<file path="config.mk">
export PLATFORM = sky130hd
export DESIGN_NAME = sorted_array_priority_queue
export DESIGN_NICKNAME = d
export VERILOG_FILES = /design/src/rtl/core/spq_pkg.sv /design/src/rtl/core/spq_core.sv /design/src/rtl/core/sorted_array_priority_queue.sv
export SDC_FILE = /design/constraint.sdc
export NUM_CORES = 1
export LEC_CHECK = 0
export BUFFER_PORTS_ARGS = -buffer_cell sky130_fd_sc_hd__buf_2
export CORE_MARGIN = 1.5
export CORE_UTILIZATION = 40
export CTS_CLUSTER_SIZE = 28
export DETAILED_ROUTE_END_ITERATION = 10
export PLACE_DENSITY = 0.58
export SLEW_MARGIN = 15
export SYNTH_ARGS = -nofsm -noshare
export SYNTH_HDL_FRONTEND = slang
export SYNTH_SLANG_ARGS = --single-unit
</file>
<file path="constraint.sdc">
create_clock -name clk -period 4.8 [get_ports clk]
set_input_delay 0.96 -clock clk [delete_from_list [all_inputs] [get_ports clk]]
set_output_delay 0.96 -clock clk [all_outputs]
set_load 0.05 [all_outputs]
</file>
<file path="src/rtl/core/spq_pkg.sv">
package spq_pkg;

  // Storage geometry.
  localparam int CAPACITY = 16;
  localparam int KEY_BITS = 32;
  localparam int ADDR_W   = $clog2(CAPACITY);
  localparam int CNT_W    = $clog2(CAPACITY + 1);

  // Port widths fixed by the interface.
  localparam int PORT_KEY_W   = 32;
  localparam int PORT_CNT_W   = 5;
  localparam int STATUS_W     = 2;

  typedef logic [KEY_BITS-1:0] key_t;
  typedef logic [ADDR_W-1:0]   addr_t;
  typedef logic [CNT_W-1:0]    cnt_t;
  typedef logic [STATUS_W-1:0] status_t;

  // Commands.
  localparam logic CMD_INSERT = 1'b0;
  localparam logic CMD_REMOVE = 1'b1;

  // Result status codes.
  localparam status_t ST_DONE  = 2'd0;
  localparam status_t ST_FULL  = 2'd1;
  localparam status_t ST_EMPTY = 2'd2;

  // One finished result handed from the core to the output stage.
  typedef struct packed {
    logic    valid;
    key_t    front;
    status_t status;
    cnt_t    count;
  } res_t;

  // True when key a must stand in front of key b.
  function automatic logic goes_before(key_t a, key_t b, logic descending);
    logic r;
    if (descending) begin
      r = a > b;
    end else begin
      r = a < b;
    end
    return r;
  endfunction

endpackage

</file>
<file path="src/rtl/core/spq_core.sv">
module spq_core (
  input  logic          clk,
  input  logic          rst_n,
  input  logic          in_valid,
  output logic          in_ready,
  input  logic          in_cmd,
  input  spq_pkg::key_t in_key,
  input  logic          order_desc,
  output spq_pkg::res_t res,
  input  logic          res_ready
);

  localparam logic [2:0] S_IDLE = 3'd0;
  localparam logic [2:0] S_INS  = 3'd1;
  localparam logic [2:0] S_PUT  = 3'd2;
  localparam logic [2:0] S_REM  = 3'd3;
  localparam logic [2:0] S_FIN  = 3'd4;

  logic [2:0]          state_r, state_nxt;
  spq_pkg::cnt_t       count_r, count_nxt;
  spq_pkg::addr_t      pos_r, pos_nxt;
  spq_pkg::key_t       key_r, key_nxt;
  spq_pkg::key_t       front_r, front_nxt;
  spq_pkg::status_t    status_r, status_nxt;

  // Key store: one write port, one read port, registered read data.
  spq_pkg::key_t       mem [spq_pkg::CAPACITY];
  spq_pkg::key_t       rdata_r;
  logic                we;
  spq_pkg::addr_t      wa;
  spq_pkg::key_t       wd;
  spq_pkg::addr_t      ra;

  always_ff @(posedge clk) begin
    if (we) begin
      mem[wa] <= wd;
    end
    rdata_r <= mem[ra];
  end

  logic accept;
  logic key_first;
  logic more;

  assign in_ready  = (state_r == S_IDLE);
  assign accept    = in_valid && in_ready;
  assign key_first = spq_pkg::goes_before(key_r, rdata_r, order_desc);
  assign more      = (spq_pkg::CNT_W'(pos_r) + spq_pkg::CNT_W'(1)) < count_r;

  always_comb begin
    state_nxt  = state_r;
    count_nxt  = count_r;
    pos_nxt    = pos_r;
    key_nxt    = key_r;
    front_nxt  = front_r;
    status_nxt = status_r;
    we         = 1'b0;
    wa         = pos_r + spq_pkg::ADDR_W'(1);
    wd         = rdata_r;
    ra         = pos_r;

    case (state_r)
      S_IDLE: begin
        if (accept) begin
          key_nxt    = in_key;
          front_nxt  = '0;
          status_nxt = spq_pkg::ST_DONE;
          if (in_cmd == spq_pkg::CMD_INSERT) begin
            if (count_r == spq_pkg::CNT_W'(spq_pkg::CAPACITY)) begin
              status_nxt = spq_pkg::ST_FULL;
              state_nxt  = S_FIN;
            end else if (count_r == '0) begin
              we        = 1'b1;
              wa        = '0;
              wd        = in_key;
              count_nxt = count_r + spq_pkg::CNT_W'(1);
              state_nxt = S_FIN;
            end else begin
              ra        = spq_pkg::ADDR_W'(count_r - spq_pkg::CNT_W'(1));
              pos_nxt   = ra;
              state_nxt = S_INS;
            end
          end else begin
            if (count_r == '0) begin
              status_nxt = spq_pkg::ST_EMPTY;
              state_nxt  = S_FIN;
            end else begin
              ra        = '0;
              pos_nxt   = '0;
              state_nxt = S_REM;
            end
          end
        end
      end

      // rdata_r holds entry pos_r; the new key sits in the hole at pos_r + 1.
      S_INS: begin
        we = 1'b1;
        wa = pos_r + spq_pkg::ADDR_W'(1);
        if (key_first) begin
          wd = rdata_r;
          if (pos_r == '0) begin
            state_nxt = S_PUT;
          end else begin
            ra      = pos_r - spq_pkg::ADDR_W'(1);
            pos_nxt = ra;
          end
        end else begin
          wd        = key_r;
          count_nxt = count_r + spq_pkg::CNT_W'(1);
          state_nxt = S_FIN;
        end
      end

      S_PUT: begin
        we        = 1'b1;
        wa        = '0;
        wd        = key_r;
        count_nxt = count_r + spq_pkg::CNT_W'(1);
        state_nxt = S_FIN;
      end

      // rdata_r holds entry pos_r; it moves one place toward the front.
      S_REM: begin
        if (pos_r == '0) begin
          front_nxt = rdata_r;
        end else begin
          we = 1'b1;
          wa = pos_r - spq_pkg::ADDR_W'(1);
          wd = rdata_r;
        end
        if (more) begin
          ra      = pos_r + spq_pkg::ADDR_W'(1);
          pos_nxt = ra;
        end else begin
          count_nxt = count_r - spq_pkg::CNT_W'(1);
          state_nxt = S_FIN;
        end
      end

      S_FIN: begin
        if (res_ready) begin
          state_nxt = S_IDLE;
        end
      end

      default: begin
        state_nxt = S_IDLE;
      end
    endcase
  end

  always_ff @(posedge clk) begin
    if (!rst_n) begin
      state_r <= S_IDLE;
      count_r <= '0;
    end else begin
      state_r <= state_nxt;
      count_r <= count_nxt;
    end
    pos_r    <= pos_nxt;
    key_r    <= key_nxt;
    front_r  <= front_nxt;
    status_r <= status_nxt;
  end

  assign res.valid  = (state_r == S_FIN);
  assign res.front  = front_r;
  assign res.status = status_r;
  assign res.count  = count_r;

endmodule

</file>
<file path="src/rtl/core/sorted_array_priority_queue.sv">
// Channel  Direction  Handshake            Payload
// in       input      in_valid/in_ready    in_cmd, in_key
// out      output     out_valid/out_ready  out_front_key, out_status, out_count_after
// cfg      input      cfg_wr_en            cfg_wr_data (order_descending)
//
// An insert walks the key store from the back, and a remove from the front, at one
// entry per cycle through its single read port; an insert into an empty store and a
// rejected beat need no walk.
// Reset is synchronous and active low; it empties the store and selects ascending
// order. A result waiting in the output register does not stop the next input
// beat; only the handoff of the following result waits for out_ready.
module sorted_array_priority_queue (
  input  logic        clk,
  input  logic        rst_n,
  input  logic        in_valid,
  output logic        in_ready,
  input  logic        in_cmd,
  input  logic [31:0] in_key,
  output logic        out_valid,
  input  logic        out_ready,
  output logic [31:0] out_front_key,
  output logic [1:0]  out_status,
  output logic [4:0]  out_count_after,
  input  logic        cfg_wr_en,
  input  logic        cfg_wr_data
);

  // Order select: 0 keeps the smallest key at the front, 1 the largest.
  logic order_descending_r;

  always_ff @(posedge clk) begin
    if (!rst_n) begin
      order_descending_r <= 1'b0;
    end else if (cfg_wr_en) begin
      order_descending_r <= cfg_wr_data;
    end
  end

  spq_pkg::res_t res;
  logic          res_ready;

  // The core owns the key store and the fill count and walks the store one entry per
  // cycle for inserts into a store that is neither empty nor full and removes from a non-empty store.
  spq_core u_core (
    .clk        (clk),
    .rst_n      (rst_n),
    .in_valid   (in_valid),
    .in_ready   (in_ready),
    .in_cmd     (in_cmd),
    .in_key     (spq_pkg::key_t'(in_key)),
    .order_desc (order_descending_r),
    .res        (res),
    .res_ready  (res_ready)
  );

  // Output register. It takes a new result whenever it is empty or its
  // current beat leaves in the same cycle.
  logic                          out_valid_r, out_valid_nxt;
  logic [spq_pkg::PORT_KEY_W-1:0] front_key_r;
  spq_pkg::status_t              status_r;
  logic [spq_pkg::PORT_CNT_W-1:0] count_after_r;

  assign res_ready = !out_valid_r || out_ready;

  always_comb begin
    out_valid_nxt = out_valid_r;
    if (out_valid_r && out_ready) begin
      out_valid_nxt = 1'b0;
    end
    if (res.valid && res_ready) begin
      out_valid_nxt = 1'b1;
    end
  end

  always_ff @(posedge clk) begin
    if (!rst_n) begin
      out_valid_r <= 1'b0;
    end else begin
      out_valid_r <= out_valid_nxt;
    end
    if (res.valid && res_ready) begin
      front_key_r   <= spq_pkg::PORT_KEY_W'(res.front);
      status_r      <= res.status;
      count_after_r <= spq_pkg::PORT_CNT_W'(res.count);
    end
  end

  assign out_valid       = out_valid_r;
  assign out_front_key   = front_key_r;
  assign out_status      = status_r;
  assign out_count_after = count_after_r;

endmodule
</file>
# [Word-level counts from Yosys, hierarchy flattened]
# Memories as Yosys holds them, arrays and structs flattened. A register that Yosys moved wholly into a read port is not among the register bits.
# Cells that the tools add are included.
[op_classes] reduce_logical=16 n_addsub=5 mux=55 n_lt_le_gt_ge=3 eq_ne=14
[ops] operator="$mux 32" count=7
[ops] operator="$pmux 32 s3" count=1
[ops] operator="$pmux 32 s2" count=1
[ops] operator="$mux 4" count=13
[ops] operator="$gt 32x32->1" count=1
[ops] operator="$lt 32x32->1" count=1
[ops] operator="$mux 5" count=6
[ops] operator="$mux 3" count=9
[ops] operator="$pmux 4 s3" count=2
[ops] operator="$pmux 5 s4" count=1
[ops] operator="$pmux 3 s5" count=1
[ops] operator="$ne 2x2->1 const B" count=6
[ops] operator="$mux 1" count=11
[ops] operator="$reduce_and 7->1" count=1
[ops] operator="$eq 3x2->1 const B" count=2
[ops] operator="$add 4x1->5 const B" count=1
[ops] operator="$add 5x1->5 const B" count=1
[ops] operator="$eq 5x5->1 const B" count=1
[ops] operator="$logic_not 5->1" count=1
[ops] operator="$lt 5x5->1" count=1
[ops] operator="$sub 5x1->5 const B" count=1
[ops] operator="$add 4x1->4 const B" count=1
[ops] operator="$logic_not 4->1" count=1
[ops] operator="$mux 2" count=2
[ops] operator="other kinds (16)" count=20
[totals] memories=1 regBits=119 mem_bits_rw=512 elab_cells=105
[memory_table] memory="u_core.mem" depth=16 width=32 read_ports=1 rd_ports_with_merged_regs=1 write_ports=1 line_no="spq_core.sv:27" rtl="spq_pkg::key_t mem [spq_pkg::CAPACITY];"

# [Longest topological paths before layout]
[logic_depth] word_depth=8 ltp_mapped=18 mapped_depth_nobuf=15

# [By module]
# From an unflattened synthesis, not the netlist that was laid out.
[hier_totals] hier_cells=1637 area_unflattened_um2=26765.7
[modules_own_cells] mod="spq_core" instances=1 seq_area_each_um2=18237.5 cells_per_inst=1590 area_each_um2=25500.7
[modules_own_cells] mod="sorted_array_priority_queue" instances=1 seq_area_each_um2=1211.2 cells_per_inst=47 area_each_um2=1265.0

# [Worst setup path before layout]
# OpenSTA, ideal clock, no wires.
[synth_timing] kind="reg2reg" startpoint="reg u_core.state_r[1]" endpoint="mem u_core.mem[11][0] in the netlist's numbering, enable pin" path_buffers=2 setup_time_ns=0.421 path_stages_with_launch=14 slack_ns=0.394 t_arrival_ns=3.984 cell_sequence="dfxtp_1 buf_2 or3_1 buf_2 inv_2 nand2_1 nor3_1 nor2_1 nor2_1 nand2_1 a32o_1 mux2i_1 nand2_1 nor2_1"
[synth_between] elab_chain_len=6 elab_cells_between_ends=12
[synth_rtl] element="start: declaration" line_no="spq_core.sv:19" rtl="logic [2:0] state_r, state_nxt;"
[synth_rtl] element="start signal: assignment" line_no="spq_core.sv:158" rtl="state_r <= state_nxt;"
[synth_rtl] element="$logic_not 3->1 *" line_no="spq_core.sv:45" rtl="assign in_ready = (state_r == S_IDLE);"
[synth_rtl] element="net in_ready" line_no="sorted_array_priority_queue.sv:16" rtl="output logic in_ready,"
[synth_rtl] element="$logic_and 1x1->1" line_no="spq_core.sv:46" rtl="assign accept = in_valid && in_ready;"
[synth_rtl] element="$mux 1" line_no="spq_core.sv:64" rtl="if (accept) begin"
[synth_rtl] element="$pmux 1 s3" line_no="spq_core.sv:62" rtl="case (state_r)"
[synth_rtl] element="$mux 1" line_no="spq_core.sv:35" rtl="if (we) begin"
[synth_rtl] element="$mux 1 (not written as such)" line_no="spq_core.sv:36" rtl="mem[wa] <= wd;"
[synth_rtl] element="end: declaration" line_no="spq_core.sv:27"
# Mark *: on every way through the listed nets, which the timed path passes. The rest lies on a longest branch.

# [Worst setup path in the final report]
[layout_timing] startpoint="reg u_core.key_r[15]" endpoint="reg u_core.rdata_r[10], read port of u_core.mem"
[layout_between] elab_chain_len=4 elab_cells_between_ends=5
[layout_rtl] element="start: declaration" line_no="spq_core.sv:22" rtl="spq_pkg::key_t key_r, key_nxt;"
[layout_rtl] element="start signal: assignment" line_no="spq_core.sv:162" rtl="key_r <= key_nxt;"
[layout_rtl] element="$lt 32x32->1 / $gt 32x32->1 (equally long branches)" line_no="spq_pkg.sv:42, spq_pkg.sv:40"
[layout_rtl] element="$mux 1 *" line_no="spq_pkg.sv:39" rtl="if (descending) begin"
[layout_rtl] element="$mux 4 *" line_no="spq_core.sv:100" rtl="if (key_first) begin"
[layout_rtl] element="$pmux 4 s3 *" line_no="spq_core.sv:62"
[layout_rtl] element="end: declaration" line_no="spq_core.sv:28" rtl="spq_pkg::key_t rdata_r;"
# Every way passes the cells marked *; elsewhere a longest branch is shown, timed or not.
# A chain may end at the register's enable or synchronous reset.

==> impl_metrics.csv <==
group,metric,value,unit
pwr,p_switching,9.069,mW
die,row_count,93,
placement,gp_congestion,0.8259,
pwr,power.internal,15.34,mW
cells_and_area,diodes,0,
yosys,synth_seq_cells,663,
worst_setup_path,cp.arrival,4.95,ns
yosys,synth_area_leaders,"edfxtp_1 71%, mux2i_1 9.9%, dfxtp_1 3.5%",
route,ant_nets,0,
timing,hold_viol,0,
timing,setup_tns,0,ns
route,wl_per_cell,24.70,um
yosys,synth_edf_count,617,
yosys,ys_async_sr_fraction,0,
timing,drv_slew,0,
route,dr_total_vias,14658,
yosys,avgSynthCellArea,16.25,um2
cells_and_area,final_area,0.03041,mm2
pwr,p_comb_frac,0.424,
pwr,sw_frac_of_total,0.3716,
pwr,p_seq_frac,0.355,
yosys,syn_nets,1693,
timing,rsz0062_at_grt,"false",
worst_setup_path,r2r_cells,12,
cts,htreeDepth,3,
cts,clock_path_buffers,3,
timing,tightest_slew,0.7478,ns
timing,fmax,0.2237,GHz
cts,cts_root_buf,"clkbuf_16",
grt,grt_max_degree,58,
cells_and_area,nNetsFinal,1819,
pwr,powerDensity,802.5,mW/mm2
worst_setup_path,path_max_fanout,57,
worst_setup_path,reg2reg_slack,0.33,ns
flow_run,max_cap_violations,0,
grt,grtUsageTotal,0.1957,
cells_and_area,drive_above_1_share,0.1547,
die,die_h,259.1,um
placement,dp_cells,2522,
die,fp.dieW,259.1,um
worst_setup_path,required,5.28,ns
cts,ctsHoldBuffers,0,
cts,insertion_delay,0.62,ns
placement,dp_hpwl,36.58,mm
timing,slew_headroom,0.5001,
yosys,ys_warn_count,0,
yosys,syn-cell-area,0.02623,mm2
cells_and_area,final_util,0.4709,
timing,setup_viol,0,
yosys,synth.largest_area_cell,"edfxtp_1",
placement,place_area,0.02810,mm2
run_status,status,"finished, final reports clean",
cts,cts_tree,"yes",
yosys,syn-instance-count,1614,
pwr,p_leak,10.37,nW
yosys,synthFlopType,"edfxtp_1",
yosys,ys_types,68,
grt,grt_pass1_wl,95.85,mm
hold_path,whs_path_depth,0,
grt,antenna_found_initial,1,
worst_setup_path,crit_path_max_incr_delay,0.60,ns
hold_path,hold_path_class,"flop to flop",
worst_setup_path,end_kind,"flop",
timing,post-route-period-util,0.9315,
cts,cts_inserted_buffers,71,
pwr,worst_ir_drop_vdd,0.5389,mV
cells_and_area,final_cells,2652,
timing,hold_ws,0.4185,ns
cells_and_area,fillers,5504,
cts,cts_setup_buffers,0,
yosys,seq_area_frac_synth,0.7415,
die,core_area,0.06458,mm2
die,dieArea,0.06712,mm2
pwr,total_power,24.41,mW
route,vias_per_cell,5.527,
worst_setup_path,path_cells,"ha_1 -> nand4_1 -> a2111oi_1 -> o31ai_1 -> a211oi_4 -> nor4_1 -> a211oi_4 -> buf_12 -> buf_12 -> mux2i_1 -> o22ai_1 -> or4_1",
cts,clock-sinks,663,
grt,grt_overflow,0,
cts,path_clk_slew,0.06,ns
worst_setup_path,crit_slowest_cell,"a2111oi_1",
pwr,clkPwrFrac,0.221,
route,drc,0,
cells_and_area,syn_to_final_growth,15.94,%
worst_setup_path,critPathKind,"flop to flop",
timing,setup_slack,0.3289,ns
placement,dp_slack,0.4186,ns
yosys,yosysTopAreaCellShare,0.7064,
route,routed_wl,65.51,mm
die,start_util,0.4062,
route,drt_first_pass_iters,5,
route,drt_iter0_drc,1243,
worst_setup_path,worstSetupStartpointType,"flop",
placement,portBuffers,79,
timing,finalCriticalPeriod,4.471,ns
die,pin_count,80,
grt,first_global_vias,14777,
cts,cts_resized,0,
timing,finClkSkew,0.02436,ns
==> kinds of logic (layout without fill, tap and decap cells) <==
family | count (synthesis) | count (layout) | synth area share
compound gates | 250 | 250 | 0.06306
mux | 261 | 261 | 0.09965
flops | 663 | 663 | 0.7415
simple gates | 260 | 260 | 0.04923
xor+xnor | 8 | 8 | 0.002671
fa+ha+maj | 40 | 40 | 0.01908
buf+inv | 132 | 315 | 0.02485
==> flip-flops by register name (all words and copies together) (netlist names), 2 cells and up <==
signal / cells
out_count_after: 5
out_front_key: 32
out_status: 2
u_core.count_r: 5
u_core.front_r: 32
u_core.key_r: 32
u_core.mem: 512
u_core.pos_r: 4
u_core.rdata_r: 32
u_core.state_r: 3
u_core.status_r: 2
==> layer usage <==
metal  vias up  track usage  wire length, um
li1       6581            -                -
met4         2      0.05815             1518
met5         -            0               17
met1      7515       0.2685            29360
met3       114      0.03105             3570
met2       446       0.3213            31050
==> power by group through the flow <==
stage | clock network, mW | registers [mW] | logic [mW]
final | 5.40 | 8.66 | 10.3
after global routing | 5.71 | 8.73 | 11.1
after CTS | 5.51 | 8.66 | 10.4
after detailed placement | 0 | 8.77 | 10.4
after global placement | 0 | 8.76 | 10.2
after floorplan | 0 | 8.93 | 6.94
==> path summary, 6_finish.rpt <==
check | from | to
worst max-delay path | u_core.key_r[15]$_DFFE_PP_ | u_core.rdata_r[10]$_DFF_P_
worst max register to register | u_core.key_r[15]$_DFFE_PP_ | u_core.rdata_r[10]$_DFF_P_
worst min register to register | u_core.front_r[2]$_SDFFCE_PN0P_ | out_front_key[2]$_DFFE_PP_
worst min-delay path | u_core.front_r[2]$_SDFFCE_PN0P_ | out_front_key[2]$_DFFE_PP_
==> synthesized netlist by cell type, types with 4 or more instances <==
library cell  instances
a211oi_1              4
nor3_1                8
and3_1                4
a31oi_1               4
and2_1                6
or4_1                32
mux2i_1             260
o22ai_1             131
dfxtp_1              46
or3_1                 6
a22oi_1              32
inv_1                47
ha_1                 40
nand2_1              86
nor2b_1               4
buf_4                 7
buf_2                44
o31ai_1               5
a21oi_1              27
xnor2_1               7
a21o_1                4
nand3_1               7
clkbuf_1             19
o21ai_0              15
buf_6                10
nand4_1              11
edfxtp_1            617
nor2_1               75
==> cell usage in the layout, fill, tap and decap left out, types with 4 or more instances in the layout <==
master,instances
nor2_4,17
clkinv_2,13
xnor2_1,7
mux2i_1,260
nand3_1,6
ha_1,40
or3_1,6
a22oi_1,32
clkinv_1,10
clkbuf_1,18
nor3_1,7
edfxtp_1,617
inv_1,46
buf_2,79
clkbuf_16,73
dfxtp_1,46
a31oi_1,4
and2_1,6
nand4_1,11
or4_1,32
o22ai_1,131
a21o_1,4
o21ai_0,15
inv_6,4
buf_4,33
inv_2,4
buf_12,23
nor2_1,58
nand3_2,4
and3_1,4
nor2b_1,4
a21oi_1,27
o31ai_1,5
bufinv_16,7
nand2_1,85
==> critical path, delay by kind of cell (launching register included) <==
| family | cells | cell delay [ns] |
|---|---|---|
| and+or+nand+nor | 3 | 1.01 |
| muxes | 1 | 0.28 |
| AOI/OAI and AO/OA | 5 | 1.65 |
| adders and majority gates | 1 | 0.37 |
| DFF | 1 | 0.40 |
| buffers and inverters | 2 | 0.54 |
==> cell type report <==
cell class / count / area (um2) / share of cell area
Tap cell: 855 / 1070 / 0.03518
Inverter: 50 / 187.7 / 0.006172
Clock buffer: 94 / 1936 / 0.06365
Multi-Input combinational cell: 819 / 6294 / 0.2070
Clock inverter: 36 / 371.6 / 0.01222
Timing Repair Buffer: 135 / 1104 / 0.03629
Sequential cell: 663 / 19450 / 0.6395
Note: power is estimated with default switching activity, not from simulation.
